===== src/hdl/assert_macros.svh =====
// ---------------------------------------------------------------------------
// Assertion macros
// Shared wrappers for concurrent assertions on clk with reset arst_n.
// ---------------------------------------------------------------------------
`ifndef ASSERT_MACROS_SVH
`define ASSERT_MACROS_SVH

// Checked only while the block is out of reset.
`define CHK_RST(label, prop, msg) \
	label: assert property (@(posedge clk) disable iff (!arst_n) prop) else $error(msg);

// Checked at every clock edge, reset included.
`define CHK_ANY(label, prop, msg) \
	label: assert property (@(posedge clk) prop) else $error(msg);

`endif


===== src/hdl/bbsp_isqrt.sv =====
// ---------------------------------------------------------------------------
// bbsp_isqrt
// Pipelined integer square root, one result bit per stage.
// ---------------------------------------------------------------------------
`default_nettype none

module bbsp_isqrt #(
	parameter int RW     = 23,
	parameter int SIDE_W = 16
) (
	input  wire logic                 clk,
	input  wire logic                 arst_n,
	input  wire logic                 en,
	input  wire logic                 in_valid,
	input  wire logic [2*RW-1:0]      v_in,
	input  wire logic [SIDE_W-1:0]    side_in,
	output logic                      out_valid,
	output logic [RW-1:0]             root_out,
	output logic [SIDE_W-1:0]         side_out
);
	localparam int TW = 2 * RW + 1;

	logic              vld_sn  [0:RW];
	logic [TW-1:0]     rem_sn  [0:RW];
	logic [RW-1:0]     root_sn [0:RW];
	logic [SIDE_W-1:0] side_sn [0:RW];

	assign vld_sn[0]  = in_valid;
	assign rem_sn[0]  = TW'(v_in);
	assign root_sn[0] = '0;
	assign side_sn[0] = side_in;

	for (genvar j = 0; j < RW; j++) begin : g_bit
		localparam int BI = RW - 1 - j;
		logic [TW-1:0] trial, rem_n;
		logic [RW-1:0] root_n;

		// (Q + 2^b)^2 - Q^2 = 2^(b+1) Q + 2^(2b)
		always_comb begin
			trial  = (TW'(root_sn[j]) << (BI + 1)) | (TW'(1) << (2 * BI));
			rem_n  = rem_sn[j];
			root_n = root_sn[j];
			if (rem_sn[j] >= trial) begin
				rem_n      = rem_sn[j] - trial;
				root_n[BI] = 1'b1;
			end
		end

		always_ff @(posedge clk or negedge arst_n) begin
			if (!arst_n) begin
				vld_sn[j+1] <= 1'b0;
			end else if (en) begin
				vld_sn[j+1] <= vld_sn[j];
			end
		end

		always_ff @(posedge clk) begin
			if (en) begin
				rem_sn[j+1]  <= rem_n;
				root_sn[j+1] <= root_n;
				side_sn[j+1] <= side_sn[j];
			end
		end
	end

	assign out_valid = vld_sn[RW];
	assign root_out  = root_sn[RW];
	assign side_out  = side_sn[RW];

endmodule

`default_nettype wire


===== config.mk =====
export PLATFORM = sky130hd
export DESIGN_NAME = bbsp_isqrt
export DESIGN_NICKNAME = d
export VERILOG_FILES = /design/src/hdl/assert_macros.svh /design/src/hdl/bbsp_isqrt.sv
export SDC_FILE = /design/constraint.sdc
export NUM_CORES = 2
export LEC_CHECK = 0
export BUFFER_PORTS_ARGS = -buffer_cell sky130_fd_sc_hd__buf_2
export CORE_ASPECT_RATIO = 1.4
export CORE_MARGIN = 3
export CORE_UTILIZATION = 66
export CTS_BUF_LIST = sky130_fd_sc_hd__clkbuf_8
export DETAILED_ROUTE_END_ITERATION = 16
export GPL_TIMING_DRIVEN = 0
export PLACE_DENSITY_LB_ADDON = 0.08
export SLEW_MARGIN = 20
export SYNTH_ARGS = -nofsm -noshare
export SYNTH_HDL_FRONTEND = slang
export SYNTH_SLANG_ARGS = --single-unit
export TNS_END_PERCENT = 30

===== constraint.sdc =====
create_clock -name clk -period 6.9 [get_ports clk]
set_input_delay 0.69 -clock clk [delete_from_list [all_inputs] [get_ports clk]]
set_output_delay 0.69 -clock clk [all_outputs]
set_load 0.02 [all_outputs]

==> metrics.cfg <==
[setup_path]
startpoint_type = flop
criticalPathCategory = flop to flop
critPathArrivalTime_ps = 5940
worst-path-max-fanout = 10
crit_path_start = rem_sn[163]$_DFFE_PP_
crit_required_ps = 7600
reg2reg_from = rem_sn[163]$_DFFE_PP_
crit_path_end_kind = flop
rrSetupSlack_ps = 1660

[power]
vdd_drop_max_uv = 275
power_w = 0.0253
p_leak_nw = 31.2
cellPowerDensity_nw_per_um2 = 305

[synth]
syn-instance-count = 5410
avgSynthCellArea_um2 = 13.9
async_reset_ff_frac = 0.0135
yosys-top-cells-area = edfxtp_1 67%, ha_1 4.9%, xnor2_1 2.9%
yosysTopAreaCell = edfxtp_1
yosysWarnings = 0
yosys-top-cells-count = 1678 x edfxtp_1, 383 x inv_1, 323 x nand2_1, 316 x nor2_1, 295 x ha_1
synth_top_area_share = 0.672
syn_nets = 5771
synth_edf_count = 1678
ys_types = 96
seq_area_frac_synth = 0.680
synth_area_um2 = 74900
synth_seq_cells = 1701
ys.flop_type = edfxtp_1
synth_most_common_cell = edfxtp_1

[sta]
tightestPinTransition_ps = 1130
final_max_slew_viol_count = 0
relSlewSlack = 0.244
hold_violations = 0
timing.setup.tns_ps = 0
fin_skew_ps = 90.8
rsz0062_at_grt = false
fmax_ghz = 0.191
fin_crit_ps = 5240
finalCritPeriodShare = 0.760
setup_viol = 0

[drt]
wl_met2_um = 99000
wl_met1_um = 44600
ant_nets = 0
wl_per_cell_um = 22.3
first_pass_iters = 6
via_count = 44787
drt_iter0_drc = 2622
top_layer_used = met5
vias_per_cell = 5.94
drc = 0
met3_length_um = 4870
wl_um = 168000

[place]
io_buffer_count = 105
gp_congestion = 0.997
dp.cells = 6999
dpl_cell_area_um2 = 77700
dp_hpwl_um = 122000

[global_route]
grt_antenna_before_repair = 12
grt_max_degree = 167
grt_overflow = 0
grt.total_usage = 0.283
grt_pass1_vias = 47957
grt_pass1_wl_um = 250000

[job]
cap_violations = 0

[clock_tree]
postCtsResizedCells = 0
cts_buffers = 237
clk_path_buf_depth = 3
h-tree-depth = 4
insertion_delay_ps = 970
cts-root-buf = clkbuf_8
path_clk_slew_ps = 70
numClockSinks = 1701
cts_tree = done

[die]
start_util = 0.668
rows = 145
coreArea_um2 = 112000
die_area_um2 = 118000
die_w_um = 291
die_h_um = 405
io_pins = 106

[final_layout]
syn2layout_area_growth_pct = 10.9
layout-drive-gt1-share = 0.0971
final_area_um2 = 83100
fin_cells = 7535
nNetsFinal = 6194
final_core_util = 0.741
fill_cells = 6769

[run_status]
status = complete, no violations

[min_path]
hold_start = en
worstHoldPathType = input pin to flop

-- cell type report --
type | count | area (µm²) | area share
Sequential cell | 1701 | 51000 | 0.613
Multi-Input combinational cell | 3203 | 22000 | 0.265
Clock buffer | 240 | 3300 | 0.0397
Tap cell | 1470 | 1840 | 0.0221
Timing Repair Buffer | 184 | 1510 | 0.0182
Inverter | 386 | 1450 | 0.0174
Clock inverter | 202 | 1400 | 0.0168
Buffer | 120 | 564 | 0.00679
Antenna cell | 29 | 72.6 | 0.000873
-- critical path, stage by stage, from the launching register on --
cell and delay (ps):
edfxtp_1 420, ha_1 310, clkbuf_1 240, a21oi_1 300
o21ai_0 270, a2111oi_1 980, nand3_1 270, or2_1 300
nor2_1 720, buf_2 480, inv_1 270, o211ai_1 280
xnor2_1 100
-- cell families after synthesis --
| logic type | Yosys count | synth area share |
|---|---|---|
| flops | 1701 | 0.680 |
| simple gates | 1488 | 0.105 |
| compound gates | 923 | 0.0788 |
| buf+inv | 506 | 0.0269 |
| xor+xnor | 441 | 0.0515 |
| fa+ha+maj | 295 | 0.0493 |
| mux | 55 | 0.00808 |
| other cells | 1 | 0.0000500 |
-- where the power goes --
part | internal (W) | total (W) | switching, W
clock | 0.00379 | 0.00766 | 0.00387
combinational | 0.00165 | 0.00417 | 0.00253
sequential | 0.0127 | 0.0135 | 0.000730
total | 0.0182 | 0.0253 | 0.00712
-- timing repair --
action                                 CTS  global route
setup endpoints to repair                0             0
hold buffers                            65             0
endpoints found under the hold margin   87             0
buffers inserted                         0             0
-- state kept, by name, summed over array words and instances (netlist names) --
| signal | count |
|---|---|
| root_out | 23 |
| rem_sn | 1034 |
| side_out | 16 |
| out_valid | 1 |
| side_sn | 352 |
| vld_sn | 22 |
| g_bit.root_n | 253 |
-- worst paths after layout --
path	end	depth (start not counted)
max	rem_sn[121]$_DFFE_PP_	12
min	side_sn[364]$_DFFE_PP_	1
max reg2reg	rem_sn[121]$_DFFE_PP_	12
min reg2reg	side_sn[22]$_DFFE_PP_	0
max in group asynchronous	vld_sn[2]$_DFFE_PN0P_	2
min in group asynchronous	vld_sn[19]$_DFFE_PN0P_	2
-- per-stage QoR --
step	setup slack [ps]	hold WS [ps]
floorplan	3770	394
global placement	-21280	400
detailed placement	1660	405
CTS	1640	151
global route	1610	164
finish	1660	178
-- per-layer routing --
layer	track usage	up-vias
met3	0.0405	670
met2	0.584	1250
met1	0.197	21565
met4	0.291	2
met5	0	-
li1	-	21300
-- layout by cell type (no fill, tap or decap), types with 196 or more instances in the layout --
cell	count
xnor2_1	245
o21ai_0	221
xor2_1	196
clkbuf_8	240
ha_1	295
nand2_1	323
a21oi_1	258
nor2_1	316
inv_1	455
edfxtp_1	1678
(Power assumes the default switching activity.)
