**config.mk**
```make
export PLATFORM = sky130hd
export DESIGN_NAME = bbsp_cordic
export DESIGN_NICKNAME = d
export VERILOG_FILES = /design/src/hdl/assert_macros.svh /design/src/hdl/bbsp_pkg.sv /design/src/hdl/bbsp_cordic.sv
export SDC_FILE = /design/constraint.sdc
export NUM_CORES = 2
export LEC_CHECK = 0
export BUFFER_PORTS_ARGS = -buffer_cell sky130_fd_sc_hd__buf_2
export CAP_MARGIN = 20
export CELL_PAD_IN_SITES_DETAIL_PLACEMENT = 0
export CELL_PAD_IN_SITES_GLOBAL_PLACEMENT = 1
export CORE_ASPECT_RATIO = 0.6
export CORE_UTILIZATION = 52
export CTS_CLUSTER_DIAMETER = 200
export CTS_CLUSTER_SIZE = 14
export DETAILED_ROUTE_END_ITERATION = 12
export GPL_ROUTABILITY_DRIVEN = 0
export HOLD_SLACK_MARGIN = 0.12
export PLACE_DENSITY_LB_ADDON = 0.1
export SLEW_MARGIN = 10
export SYNTH_ARGS = -nofsm -noshare
export SYNTH_HDL_FRONTEND = slang
export SYNTH_SLANG_ARGS = --single-unit
```
**constraint.sdc**
```tcl
create_clock -name clk -period 5 [get_ports clk]
set_input_delay 0.25 -clock clk [delete_from_list [all_inputs] [get_ports clk]]
set_output_delay 0.25 -clock clk [all_outputs]
set_load 0.005 [all_outputs]
```
**src/hdl/assert_macros.svh**
```systemverilog
// ---------------------------------------------------------------------------
// Assertion macros
// Shared wrappers for concurrent assertions on clk with reset arst_n.
// ---------------------------------------------------------------------------
`ifndef ASSERT_MACROS_SVH
`define ASSERT_MACROS_SVH

// Checked only while the block is out of reset.
`define CHK_RST(label, prop, msg) \
	label: assert property (@(posedge clk) disable iff (!arst_n) prop) else $error(msg);

// Checked at every clock edge, reset included.
`define CHK_ANY(label, prop, msg) \
	label: assert property (@(posedge clk) prop) else $error(msg);

`endif

```
**src/hdl/bbsp_pkg.sv**
```systemverilog
// ---------------------------------------------------------------------------
// bbsp_pkg
// Types, constants and the arctangent table of the sprite projector.
// ---------------------------------------------------------------------------
`default_nettype none

package bbsp_pkg;

	localparam int POS_W      = 22;
	localparam int HEAD_W     = 16;
	localparam int FRAME_W    = 3;
	localparam int CFG_DATA_W = 22;
	localparam int CFG_IDX_W  = 2;
	localparam int CODE_W     = 8;
	localparam int LEFT_W     = 13;
	localparam int TOP_W      = 12;
	localparam int SIZE_W     = 12;
	localparam int ANG_W      = 24;
	localparam int CORDIC_STEPS = 16;

	localparam logic [CODE_W-1:0] FIRE_CODE = 8'h33;
	localparam int HALF_FOV_STEPS = 10922;

	typedef enum logic [CFG_IDX_W-1:0] {
		REG_POS_X   = 2'd0,
		REG_POS_Y   = 2'd1,
		REG_HEADING = 2'd2,
		REG_FRAME   = 2'd3
	} cfg_reg_t;

	typedef struct packed {
		logic signed [LEFT_W-1:0] left;
		logic signed [TOP_W-1:0]  top;
		logic [SIZE_W-1:0]        size;
		logic [FRAME_W-1:0]       frame;
	} result_t;

	// atan(2^-i) in units of 2^-24 turn.
	function automatic logic [ANG_W-1:0] atan_entry(input int i);
		logic [ANG_W-1:0] r;
		case (i)
			0: r = 24'd2097152;
			1: r = 24'd1238021;
			2: r = 24'd654136;
			3: r = 24'd332050;
			4: r = 24'd166669;
			5: r = 24'd83416;
			6: r = 24'd41718;
			7: r = 24'd20860;
			8: r = 24'd10430;
			9: r = 24'd5215;
			10: r = 24'd2608;
			11: r = 24'd1304;
			12: r = 24'd652;
			13: r = 24'd326;
			14: r = 24'd163;
			15: r = 24'd81;
			default: r = '0;
		endcase
		return r;
	endfunction

endpackage

`default_nettype wire

```
**src/hdl/bbsp_cordic.sv**
```systemverilog
// ---------------------------------------------------------------------------
// bbsp_cordic
// Sixteen-stage vectoring CORDIC; one stage per step, side data rides along.
// ---------------------------------------------------------------------------
`default_nettype none

module bbsp_cordic #(
	parameter int XW     = 31,
	parameter int SIDE_W = 1
) (
	input  wire logic                          clk,
	input  wire logic                          arst_n,
	input  wire logic                          en,
	input  wire logic                          in_valid,
	input  wire logic signed [XW-1:0]          x_in,
	input  wire logic signed [XW-1:0]          y_in,
	input  wire logic [bbsp_pkg::ANG_W-1:0]    z_in,
	input  wire logic [SIDE_W-1:0]             side_in,
	output logic                               out_valid,
	output logic [bbsp_pkg::ANG_W-1:0]         z_out,
	output logic [SIDE_W-1:0]                  side_out
);
	import bbsp_pkg::*;

	logic                    vld_sn  [0:CORDIC_STEPS];
	logic signed [XW-1:0]    x_sn    [0:CORDIC_STEPS];
	logic signed [XW-1:0]    y_sn    [0:CORDIC_STEPS];
	logic [ANG_W-1:0]        z_sn    [0:CORDIC_STEPS];
	logic [SIDE_W-1:0]       side_sn [0:CORDIC_STEPS];

	assign vld_sn[0]  = in_valid;
	assign x_sn[0]    = x_in;
	assign y_sn[0]    = y_in;
	assign z_sn[0]    = z_in;
	assign side_sn[0] = side_in;

	for (genvar i = 0; i < CORDIC_STEPS; i++) begin : g_step
		logic signed [XW-1:0] xsh, ysh, xn, yn;
		logic [ANG_W-1:0]     zn;

		// Rotate toward the x axis; the sign of y picks the direction.
		always_comb begin
			xsh = x_sn[i] >>> i;
			ysh = y_sn[i] >>> i;
			if (!y_sn[i][XW-1]) begin
				xn = x_sn[i] + ysh;
				yn = y_sn[i] - xsh;
				zn = z_sn[i] + atan_entry(i);
			end else begin
				xn = x_sn[i] - ysh;
				yn = y_sn[i] + xsh;
				zn = z_sn[i] - atan_entry(i);
			end
		end

		always_ff @(posedge clk or negedge arst_n) begin
			if (!arst_n) begin
				vld_sn[i+1] <= 1'b0;
			end else if (en) begin
				vld_sn[i+1] <= vld_sn[i];
			end
		end

		always_ff @(posedge clk) begin
			if (en) begin
				x_sn[i+1]    <= xn;
				y_sn[i+1]    <= yn;
				z_sn[i+1]    <= zn;
				side_sn[i+1] <= side_sn[i];
			end
		end
	end

	assign out_valid = vld_sn[CORDIC_STEPS];
	assign z_out     = z_sn[CORDIC_STEPS];
	assign side_out  = side_sn[CORDIC_STEPS];

endmodule

`default_nettype wire

```
==> results.json <==
{
  "die_area_um2": 213000,
  "wl_per_cell_um": 21.8,
  "die_x_um": 595,
  "syn-cell-area_um2": 110000,
  "final_util_pct": 56.2,
  "grt.overflow.total": 0,
  "worstSetupEndpointType": "flip-flop",
  "cp_max_fo": 4,
  "grt_pass1_wl_um": 486000,
  "maxSlewHeadroom_pct": 36.1,
  "fin_nets": 13300,
  "worstPathArrival_ns": 5.30,
  "drc_errors": 0,
  "ys_seq_area_share_pct": 34.7,
  "dpl.hpwl_um": 255000,
  "cts_tree": "yes",
  "grt_max_degree": 162,
  "pre_cts_ws_ns": 0.195,
  "tightestPinTransition_ns": 0.934,
  "avgSynthCellArea_um2": 9.45,
  "fin_skew_ns": 0.0342,
  "synth_enable_flop_cells": 1254,
  "track_usage_pct": 29.0,
  "drtAntennaViolNets": 0,
  "outcome": "finished, final reports clean",
  "via_per_inst": 6.15,
  "crit_type": "flip-flop to flip-flop",
  "max_freq_mhz": 208,
  "totalWireLength_um": 319000,
  "synth_ff_type": "edfxtp_1",
  "insertion_delay_ns": 0.76,
  "first_pass_iters": 7,
  "worst_ep_required_time_ns": 5.48,
  "drtIter0Drc": 9562,
  "most-common-layout-cells": "ha_1, edfxtp_1, a21oi_1",
  "grt_pass1_vias": 81700,
  "cts_sinks": 1270,
  "htree_levels": 3,
  "num_vias": 90000,
  "yosys_warnings": 0,
  "maxCapViolCount": 0,
  "cts_made_buffers": 100,
  "start_util_pct": 52.4,
  "area_growth_pct": 7.26,
  "setup_ws_ns": 0.186,
  "io_pins": 117,
  "maxSlewViolCount": 0,
  "die_height_um": 358,
  "setup_viol": 0,
  "ys_types": 87,
  "synth_fp_nets": 13100,
  "portBuffers": 116,
  "clk_pin_slew_ns": 0.08,
  "ys_async_sr_fraction_pct": 1.26,
  "ys_ff_latch": 1270,
  "min_path_type": "primary input to flip-flop",
  "ctsLongestPathBuffers": 3,
  "antenna_found_initial": 26,
  "netlist_instances": 11600,
  "period_needed_ns": 4.81,
  "drive_above_1_share_pct": 4.77,
  "final.period_utilization_pct": 96.3,
  "cts_root_buffer": "clkbuf_16",
  "final_common_cell": "ha_1",
  "core_um2": 210000,
  "finalHoldViolCount": 0,
  "cp-start-kind": "flip-flop",
  "placementRows": 130,
  "fillerInstances": 18400
}
## sequential cells by signal, indices dropped and copies added, names as in the netlist
name and count:
x_sn 91, side_sn 15, y_sn 104, g_step.xsh 329, z_out 24, g_step.ysh 330
vld_sn 15, z_sn 360, side_out 1, out_valid 1
## kinds of logic after synthesis
logic type | synth area share (%)
XOR/XNOR | 12.9
flip-flops | 34.7
adder cells (fa/ha/maj) | 15.9
AO/OA/AOI/OAI | 18.9
multiplexers | 0.583
buffers and inverters | 2.64
AND/OR/NAND/NOR | 14.4
## path summary, 6_finish.rpt
check,cells past startpoint,start,end,slack (ns)
setup / recovery,19,g_step[9].xsh[0],g_step[10].ysh[18],0.19
hold / removal,3,y_in[3],g_step[1].xsh[2],0.21
setup reg to reg,19,g_step[9].xsh[0],g_step[10].ysh[18],0.19
hold reg to reg,0,side_sn[10],side_sn[9],0.42
max in group asynchronous,3,arst_n,vld_sn[14],3.94
min in group asynchronous,3,arst_n,vld_sn[3],0.62
## synthesized netlist by cell type, types with 31 or more instances
cell type / instances / area share [%]
a211o_1: 35 / 0.28
a211oi_1: 89 / 0.61
a21boi_0: 34 / 0.23
a21o_1: 452 / 3.1
a21oi_1: 1187 / 5.4
a31oi_1: 122 / 0.70
a41oi_1: 35 / 0.28
and2_1: 82 / 0.47
and3_1: 125 / 0.71
clkbuf_1: 171 / 0.59
edfxtp_1: 1254 / 34
fa_1: 44 / 0.80
ha_1: 1325 / 15
inv_1: 517 / 1.8
mux2_2: 31 / 0.32
nand2_1: 597 / 2.0
nand2b_1: 177 / 1.0
nand3_1: 204 / 0.93
nand4_1: 100 / 0.57
nor2_1: 1117 / 3.8
nor2b_1: 210 / 1.2
nor3_1: 315 / 1.4
nor4_1: 90 / 0.51
o211ai_1: 39 / 0.27
o21a_1: 165 / 1.1
o21ai_0: 546 / 2.5
o21bai_1: 147 / 1.0
o31a_1: 36 / 0.29
o31ai_1: 52 / 0.36
o41ai_1: 41 / 0.33
or2_2: 38 / 0.22
or3_1: 82 / 0.47
or4_1: 33 / 0.23
xnor2_1: 1065 / 8.5
xor2_1: 549 / 4.4
## cell type report
type | instances | area [um2] | share of cell area [%]
tap | 2772 | 3470 | 2.95
timing repair buffer | 355 | 2600 | 2.21
clock buffer | 110 | 2560 | 2.18
antenna | 8 | 20.0 | 0.0170
multi-input combinational | 9588 | 68800 | 58.5
sequential | 1270 | 38100 | 32.3
inverter | 527 | 1980 | 1.68
clock inverter | 7 | 131 | 0.112
## critical path, cell delays in order (launching register included)
cell	delay [ns]
edfxtp_1	0.44
buf_4	0.18
nor3_1	0.19
nand2_1	0.10
or2_2	0.32
nor2_1	0.19
a21oi_1	0.11
xor2_1	0.25
ha_1	0.31
and4_1	0.23
a21oi_1	0.16
o21ai_0	0.10
a31oi_1	0.34
o21bai_1	0.30
o41ai_1	0.41
buf_4	0.18
o221ai_1	0.11
a21oi_1	0.24
o221ai_1	0.19
xor2_1	0.17
## layer usage
layer | GRT usage (%) | vias up | routed length, um
li1 | - | 43100 | -
met4 | 4.14 | 12 | 4240
met5 | 0 | - | 71
met1 | 49.6 | 42800 | 167000
met2 | 36.2 | 3737 | 113000
met3 | 6.37 | 286 | 35000
## stage by stage
stage,TNS (ns),hold slack [ns],instances,instance area [um2]
5_1_grt,-0.0262,0.177,14600,118000
3_5_place_dp,0,0.177,14500,114000
6_report,0,0.206,14600,118000
3_3_place_gp,0,0.162,14500,114000
2_1_floorplan,0,-0.0456,11600,110000
4_1_cts,0,0.120,14600,118000
## what timing repair did
| action | CTS | global route |
|---|---|---|
| setup endpoints to repair | 0 | 21 |
| hold endpoints to repair | 84 | 0 |
| hold buffers | 38 | 0 |
| gates resized for setup | 0 | 20 |
| setup buffers | 0 | 0 |
Power is not shown: default switching activity piles up to over one toggle a cycle in this logic, so the estimate is an artifact.
